<file path="config.mk">
export PLATFORM = sky130hd
export DESIGN_NAME = trq_ctrl
export DESIGN_NICKNAME = d
export VERILOG_FILES = /design/src/rtl/trq_pkg.sv /design/src/rtl/trq_ctrl.sv
export SDC_FILE = /design/constraint.sdc
export NUM_CORES = 1
export LEC_CHECK = 0
export BUFFER_PORTS_ARGS = -buffer_cell sky130_fd_sc_hd__buf_4
export CAP_MARGIN = 20
export CORE_MARGIN = 2
export CORE_UTILIZATION = 35
export DETAILED_ROUTE_END_ITERATION = 10
export GPL_TIMING_DRIVEN = 0
export PLACE_DENSITY = 0.67
export REMOVE_ABC_BUFFERS = 1
export SYNTH_ARGS = -nofsm -noshare
export SYNTH_HDL_FRONTEND = slang
export SYNTH_SLANG_ARGS = --single-unit
</file>
<file path="constraint.sdc">
create_clock -name clk_i -period 1.8 [get_ports clk_i]
set_input_delay 0.18 -clock clk_i [delete_from_list [all_inputs] [get_ports clk_i]]
set_output_delay 0.18 -clock clk_i [all_outputs]
set_load 0.02 [all_outputs]
</file>
<file path="src/rtl/trq_pkg.sv">
// Shared constants, cell layout and controller/datapath command types for the ticket ring queue.
`default_nettype none

package trq_pkg;

  // Ring geometry
  localparam int unsigned QUEUE_DEPTH = 1024;
  localparam int unsigned POS_W       = $clog2(QUEUE_DEPTH);
  localparam int unsigned SKIP_W      = $clog2(QUEUE_DEPTH + 1);
  localparam logic [POS_W-1:0]  POS_LAST   = POS_W'(QUEUE_DEPTH - 1);
  localparam logic [SKIP_W-1:0] SKIP_LIMIT = SKIP_W'(QUEUE_DEPTH);

  // Field widths
  localparam int unsigned TICKET_W = 31;
  localparam int unsigned WORD_W   = 32;
  localparam int unsigned LIMIT_W  = 4;
  localparam int unsigned STAT_W   = 2;

  localparam logic [TICKET_W-1:0] TICKET_MAX      = '1;
  localparam logic [WORD_W-1:0]   EMPTY_WORD      = '1;
  localparam logic [LIMIT_W-1:0]  RETRY_LIMIT_RST = LIMIT_W'(10);

  // Request actions
  localparam logic ACT_ENQ = 1'b0;
  localparam logic ACT_DEQ = 1'b1;

  // Result status codes
  localparam logic [STAT_W-1:0] STAT_DONE  = 2'd0;
  localparam logic [STAT_W-1:0] STAT_NONE  = 2'd1;
  localparam logic [STAT_W-1:0] STAT_FULL  = 2'd2;
  localparam logic [STAT_W-1:0] STAT_LIMIT = 2'd3;

  // One ring cell; occ low stands for the empty owner
  typedef struct packed {
    logic                occ;
    logic [TICKET_W-1:0] owner;
    logic [TICKET_W-1:0] gap;
    logic [WORD_W-1:0]   word;
  } cell_t;

  typedef enum logic [2:0] {
    WR_NONE,
    WR_CLEAR,
    WR_GAP,
    WR_STORE,
    WR_EMPTY
  } wr_kind_e;

  typedef enum logic [1:0] {
    RD_TAIL_CUR,
    RD_TAIL_NEXT,
    RD_HEAD_CUR
  } rd_src_e;

  typedef enum logic [2:0] {
    RES_ENQ_DONE,
    RES_DEQ_WORD,
    RES_NONE,
    RES_FULL,
    RES_LIMIT
  } res_kind_e;

  // Controller to datapath
  typedef struct packed {
    wr_kind_e  wr_kind;
    logic      rd_en;
    rd_src_e   rd_src;
    logic      enq_start;
    logic      tail_inc;
    logic      skip_inc;
    logic      head_inc;
    logic      take_en;
    logic      take_first;
    logic      out_load;
    res_kind_e res_kind;
  } dp_cmd_t;

  // Datapath to controller
  typedef struct packed {
    logic clr_last;
    logic tail_sat;
    logic head_sat;
    logic skip_full;
    logic cell_occ;
    logic owner_match;
    logic gap_cover;
    logic first_limit;
    logic next_limit;
    logic out_free;
  } dp_stat_t;

endpackage

`default_nettype wire

</file>
<file path="src/rtl/trq_ctrl.sv">
// Controller: sequences clearing, enqueue skips and dequeue ticket retries.
`default_nettype none

module trq_ctrl import trq_pkg::*; (
  input  logic     clk_i,
  input  logic     rst_ni,
  input  logic     in_valid_i,
  input  logic     in_action_i,
  output logic     in_ready_o,
  input  dp_stat_t stat_i,
  output dp_cmd_t  cmd_o
);

  typedef enum logic [4:0] {
    ST_CLEAR = 5'b00001,
    ST_IDLE  = 5'b00010,
    ST_ENQ   = 5'b00100,
    ST_DEQ0  = 5'b01000,
    ST_DEQ   = 5'b10000
  } state_e;

  state_e state_q, state_d;

  assign in_ready_o = (state_q == ST_IDLE);

  // Next state and commands
  always_comb begin
    state_d          = state_q;
    cmd_o            = '0;
    cmd_o.wr_kind    = WR_NONE;
    cmd_o.rd_src     = RD_TAIL_CUR;
    cmd_o.res_kind   = RES_ENQ_DONE;
    case (state_q)
      ST_CLEAR: begin
        cmd_o.wr_kind = WR_CLEAR;
        if (stat_i.clr_last) begin
          state_d = ST_IDLE;
        end
      end
      ST_IDLE: begin
        if (in_valid_i) begin
          if (in_action_i == ACT_ENQ) begin
            cmd_o.enq_start = 1'b1;
            cmd_o.rd_en     = 1'b1;
            cmd_o.rd_src    = RD_TAIL_CUR;
            state_d         = ST_ENQ;
          end else begin
            state_d = ST_DEQ0;
          end
        end
      end
      ST_ENQ: begin
        if (stat_i.tail_sat) begin
          if (stat_i.out_free) begin
            cmd_o.out_load = 1'b1;
            cmd_o.res_kind = RES_LIMIT;
            state_d        = ST_IDLE;
          end
        end else if (stat_i.skip_full) begin
          if (stat_i.out_free) begin
            cmd_o.out_load = 1'b1;
            cmd_o.res_kind = RES_FULL;
            state_d        = ST_IDLE;
          end
        end else if (stat_i.cell_occ) begin
          // mark the occupied cell and walk on
          cmd_o.wr_kind  = WR_GAP;
          cmd_o.tail_inc = 1'b1;
          cmd_o.skip_inc = 1'b1;
          cmd_o.rd_en    = 1'b1;
          cmd_o.rd_src   = RD_TAIL_NEXT;
        end else if (stat_i.out_free) begin
          cmd_o.wr_kind  = WR_STORE;
          cmd_o.tail_inc = 1'b1;
          cmd_o.out_load = 1'b1;
          cmd_o.res_kind = RES_ENQ_DONE;
          state_d        = ST_IDLE;
        end
      end
      ST_DEQ0: begin
        if (stat_i.head_sat) begin
          if (stat_i.out_free) begin
            cmd_o.out_load = 1'b1;
            cmd_o.res_kind = RES_LIMIT;
            state_d        = ST_IDLE;
          end
        end else if (stat_i.first_limit) begin
          // the first ticket is consumed but not examined
          if (stat_i.out_free) begin
            cmd_o.head_inc = 1'b1;
            cmd_o.out_load = 1'b1;
            cmd_o.res_kind = RES_LIMIT;
            state_d        = ST_IDLE;
          end
        end else begin
          cmd_o.take_en    = 1'b1;
          cmd_o.take_first = 1'b1;
          cmd_o.head_inc   = 1'b1;
          cmd_o.rd_en      = 1'b1;
          cmd_o.rd_src     = RD_HEAD_CUR;
          state_d          = ST_DEQ;
        end
      end
      ST_DEQ: begin
        if (stat_i.owner_match) begin
          if (stat_i.out_free) begin
            cmd_o.wr_kind  = WR_EMPTY;
            cmd_o.out_load = 1'b1;
            cmd_o.res_kind = RES_DEQ_WORD;
            state_d        = ST_IDLE;
          end
        end else if (!stat_i.gap_cover) begin
          if (stat_i.out_free) begin
            cmd_o.out_load = 1'b1;
            cmd_o.res_kind = RES_NONE;
            state_d        = ST_IDLE;
          end
        end else if (stat_i.head_sat) begin
          if (stat_i.out_free) begin
            cmd_o.out_load = 1'b1;
            cmd_o.res_kind = RES_LIMIT;
            state_d        = ST_IDLE;
          end
        end else if (stat_i.next_limit) begin
          // last ticket taken is not examined
          if (stat_i.out_free) begin
            cmd_o.take_en  = 1'b1;
            cmd_o.head_inc = 1'b1;
            cmd_o.out_load = 1'b1;
            cmd_o.res_kind = RES_LIMIT;
            state_d        = ST_IDLE;
          end
        end else begin
          // gap hit: take the next ticket
          cmd_o.take_en  = 1'b1;
          cmd_o.head_inc = 1'b1;
          cmd_o.rd_en    = 1'b1;
          cmd_o.rd_src   = RD_HEAD_CUR;
        end
      end
      default: begin
        state_d = ST_CLEAR;
      end
    endcase
  end

  always_ff @(posedge clk_i or negedge rst_ni) begin
    if (!rst_ni) begin
      state_q <= ST_CLEAR;
    end else begin
      state_q <= state_d;
    end
  end

endmodule

`default_nettype wire

</file>
Word level (Yosys, flattened, before mapping)
Index checks and enable logic that the tools add are counted.
{"block": "op_classes", "reduce_logical": 1, "div": 0, "n_shift": 0, "magnitude_cmp": 0, "bitwise_logic": 0, "eq_ne": 9, "multipliers": 0, "addsub": 0, "muxes": 63}
{"op": "5-bit 2-to-1 mux", "n": 14}
{"op": "4-bit 2-to-1 mux", "n": 17}
{"op": "3-bit 2-to-1 mux", "n": 10}
{"op": "5-bit case mux with 5 select lines", "n": 1}
{"op": "2-bit 2-to-1 mux", "n": 11}
{"op": "3-bit case mux with 4 select lines", "n": 1}
{"op": "4-bit case mux with 3 select lines", "n": 1}
{"op": "3-bit case mux with 3 select lines", "n": 1}
{"op": "1-bit 2-to-1 mux", "n": 6}
{"op": "5-bit by 1-bit equality test with 1-bit output (second input constant)", "n": 1}
{"op": "5-bit by 2-bit equality test with 1-bit output (second input constant)", "n": 1}
{"op": "5-bit by 3-bit equality test with 1-bit output (second input constant)", "n": 1}
{"op": "5-bit by 4-bit equality test with 1-bit output (second input constant)", "n": 1}
{"op": "5-bit equality test (second input constant)", "n": 1}
{"op": "5-bit != test (second input constant)", "n": 1}
{"op": "2-bit != test (second input constant)", "n": 2}
{"op": "4-bit != test (second input constant)", "n": 1}
{"op": "2-bit case mux with 2 select lines", "n": 1}
{"op": "4-bit AND reduction", "n": 1}
{"block": "word_totals", "reg_bits": 5, "mem_bits_rw": 0, "inputBits": 14, "out_inout_bits": 17, "romBits": 0, "memories": 0, "latch_bits": 0}

Logic depth before layout (Yosys ltp)
{"block": "logic_depth", "word_depth": 6, "depth_mapped": 6, "depth_no_buf": 5}

Worst setup path after synthesis
OpenSTA, ideal clock, no wires.
{"block": "synth_timing", "path_type": "register to output", "start": "reg state_q[4]", "end": "out cmd_o[12] (netlist bit)", "slack_ns": -0.156, "t_required_ns": 1.620, "n_path_buf": 1, "path_stages_with_launch": 7, "arrival_ns": 1.776, "path_cell_list": "dfrtp_1 > buf_6 > nor3_1 > nand3b_1 > nor3_1 > a21oi_1 > nand3_1"}
{"item": "start: declaration", "line": "trq_ctrl.sv:22", "rtl": "state_e state_q, state_d;"}
{"item": "start signal: assignment", "line": "trq_ctrl.sv:151", "rtl": "state_q <= state_d;"}
{"item": "end: declaration", "line": "trq_ctrl.sv:11", "rtl": "output dp_cmd_t cmd_o"}

==> impl_metrics.env <==
export IMPL_die_w_um=45.34
export IMPL_rsz0062_at_grt="true"
export IMPL_ys_seq_elements=5
export IMPL_hold_ws_ns=0.1644
export IMPL_p_sw_frac=0.4319
export IMPL_setup_slack_ns=-0.1624
export IMPL_grt_first_pass_wirelength_um=3450
export IMPL_peakVddDrop_v=0.0006680
export IMPL_final_max_slew_viol_count=0
export IMPL_clockPowerShare=0.159
export IMPL_drc=0
export IMPL_grt_pass1_vias=780
export IMPL_insertion_delay_ns=0.24
export IMPL_dp_slack_ns=-0.1394
export IMPL_start_util=0.3836
export IMPL_dieHeight_um=45.34
export IMPL_most_common_layout_cells="43 x buf_4, 8 x nor2_1, 6 x a21oi_1"
export IMPL_critPathArrivalTime_ns=1.78
export IMPL_wl_per_cell_um=16.38
export IMPL_n_fill_cell=126
export IMPL_ys_seq_area_frac=0.2113
export IMPL_multi_input_area_um2=550.5
export IMPL_layout_commonest_cell="buf_4"
export IMPL_fin_crit_ns=1.962
export IMPL_fin_nets=146
export IMPL_syn_area_um2=598.1
export IMPL_leakagePower_nw=0.5099
export IMPL_largest_reg_flops=5
export IMPL_track_usage=0.2301
export IMPL_cap_violations=0
export IMPL_comb_power_share=0.592
export IMPL_ctsHtreeMaxLevel=1
export IMPL_layout_area_seq_um2=131.4
export IMPL_p_sw_mw=0.3458
export IMPL_cp_end_kind="primary output"
export IMPL_muxShareOfSynthArea=0
export IMPL_p_per_area_nw_per_um2=702.5
export IMPL_n_antenna_cell=0
export IMPL_drive_gt1_frac=0.6183
export IMPL_routed_wl_um=2408
export IMPL_cts_root_buf="clkbuf_4"
export IMPL_path_max_fanout=4
export IMPL_synth_compound_area_share=0.2615
export IMPL_cp_start_kind="flip-flop"
export IMPL_clock_skew_final_ns=0.001979
export IMPL_largest_register="state_q"
export IMPL_hold_viol_final=0
export IMPL_synth_top_family_by_area="simple AND/OR/NAND/NOR gates"
export IMPL_synth_simple_area_share=0.4184
export IMPL_cts_tree="built"
export IMPL_violations="setup timing"
export IMPL_post_route_period_util=1.090
export IMPL_p_int_mw=0.4549
export IMPL_fin_tns_setup_ns=-1.383
export IMPL_ys_warn_count=0
export IMPL_cts_sinks=5
export IMPL_drt_iter0_drc=23
export IMPL_ant_nets=0
export IMPL_ios=31
export IMPL_syn_area_per_cell_um2=7.206
export IMPL_grt_overflow=0
export IMPL_clock_fmax_mhz=509.6
export IMPL_pwr_share_seq=0.249
export IMPL_yosysUniqueCellTypes=37
export IMPL_clk_pin_slew_ns=0.04
export IMPL_vias=863
export IMPL_hpwl_um=1346
export IMPL_port_buffers=30
export IMPL_synthXorXnorAreaFrac=0.01464
export IMPL_syn_inst=83
export IMPL_grt_antenna_before_repair=0
export IMPL_gp_congestion=0.7923
export IMPL_worstMarginPinSlew_ns=0.5066
export IMPL_num_rows=14
export IMPL_core_area_um2=1559
export IMPL_utilization=0.7311
export IMPL_path_class="reg2out"
export IMPL_setup_viol=12
export IMPL_grt_max_degree=9
export IMPL_required_ns=1.62
export IMPL_area_growth_syn_to_layout_pct=90.59
export IMPL_drtPass1Iterations=4
export IMPL_via_per_inst=5.871
export IMPL_cts_buffers=3
export IMPL_relSlewSlack=0.6597
export IMPL_synth_fa_ha_area_frac=0
export IMPL_die_area_um2=2055
export IMPL_hold_path_class="in2reg"
export IMPL_outcome="finished with violations"
export IMPL_clock_path_buffers=2
export IMPL_reg_largest_list="state_q (5)"
## Yosys cell counts
master,n,share of area
a21o_1,1,0.013
a21oi_1,7,0.059
a31oi_1,1,0.010
a32oi_1,1,0.015
and2_1,1,0.010
and3_1,2,0.021
and3b_1,1,0.015
buf_2,3,0.025
buf_4,1,0.013
buf_6,1,0.019
dfrtp_1,4,0.17
dfstp_2,1,0.044
inv_1,6,0.038
nand2_1,5,0.031
nand2b_1,1,0.010
nand3_1,6,0.050
nand3b_1,2,0.025
nand4_1,1,0.010
nor2_1,12,0.075
nor2b_1,1,0.010
nor3_1,3,0.025
nor3b_1,1,0.013
nor3b_2,1,0.021
nor4_1,3,0.031
nor4b_4,1,0.040
o2111ai_2,1,0.025
o21ai_0,4,0.033
o21ai_1,2,0.017
o21bai_1,1,0.013
o22ai_1,1,0.010
o22ai_2,1,0.021
o311ai_0,1,0.015
o32a_1,1,0.017
o32ai_1,1,0.015
or3_1,1,0.010
or3_4,1,0.019
xnor2_1,1,0.015
## what timing repair did
| item | in CTS | in global routing |
|---|---|---|
| hold buffers | 1 | 0 |
| setup endpoints to repair | 14 | 17 |
| hold endpoints to repair | 5 | 0 |
| resized for setup | 24 | 13 |
| buffers inserted | 9 | 9 |
| pin swaps | 8 | 10 |
## critical path, cell delays in order, from the launching register on
cell	delay [ns]
dfrtp_2	0.42
or3_4	0.44
nor3b_4	0.25
nand3_2	0.19
inv_2	0.12
buf_6	0.12
## cells by family (layout without fill, tap and decap cells)
family	count (synthesis)	in the layout
flops	5	5
compound gates	23	23
buf+inv	11	59
xor+xnor	1	1
simple gates	43	43
## layer usage
layer,part of all wire,global-route usage,up-vias
met5,0,0,-
met4,0.023,0.05882,0
met3,0.062,0.04000,9
met2,0.50,0.4029,46
met1,0.41,0.2888,407
li1,-,-,401
## cell type report
type                       instances  area share
multi-input combinational         67      0.4830
tap                               16     0.01756
inverter                           6     0.01976
clock buffer                       4     0.02305
sequential                         5      0.1153
timing repair buffer              49      0.3414
## per-stage QoR
stage | instance area, um2 | cells | power (mW)
finish | 1140 | 147 | 0.8008
global route | 1140 | 147 | 0.8501
CTS | 1005 | 138 | 0.6980
detailed placement | 809.5 | 124 | 0.4923
global placement | 809.5 | 124 | 0.4861
floorplan | 564.3 | 78 | 0.3836
## power groups by stage
stage          Sequential, mW  Clock [mW]  Combinational (mW)
2_1_floorplan           0.180           0               0.203
3_3_place_gp            0.190           0               0.296
3_5_place_dp            0.193           0               0.299
4_1_cts                 0.192       0.129               0.377
5_1_grt                 0.201       0.142               0.507
6_report                0.200       0.127               0.474
## worst paths after layout
path / cells past startpoint / slack (ns) / start / end
max in group asynchronous: 2 / 1.32 / rst_ni / state_q[0]$_DFFE_PN1P_
min in group asynchronous: 2 / 0.28 / rst_ni / state_q[3]$_DFFE_PN0P_
worst min register to register: 2 / 0.74 / state_q[3]$_DFFE_PN0P_ / state_q[3]$_DFFE_PN0P_
worst max register to register: 5 / 0.08 / state_q[1]$_DFFE_PN0P_ / state_q[1]$_DFFE_PN0P_
worst min-delay path: 2 / 0.16 / in_valid_i / state_q[1]$_DFFE_PN0P_
worst max-delay path: 5 / -0.16 / state_q[1]$_DFFE_PN0P_ / cmd_o[7]
Note: power is estimated with default switching activity, not from simulation.
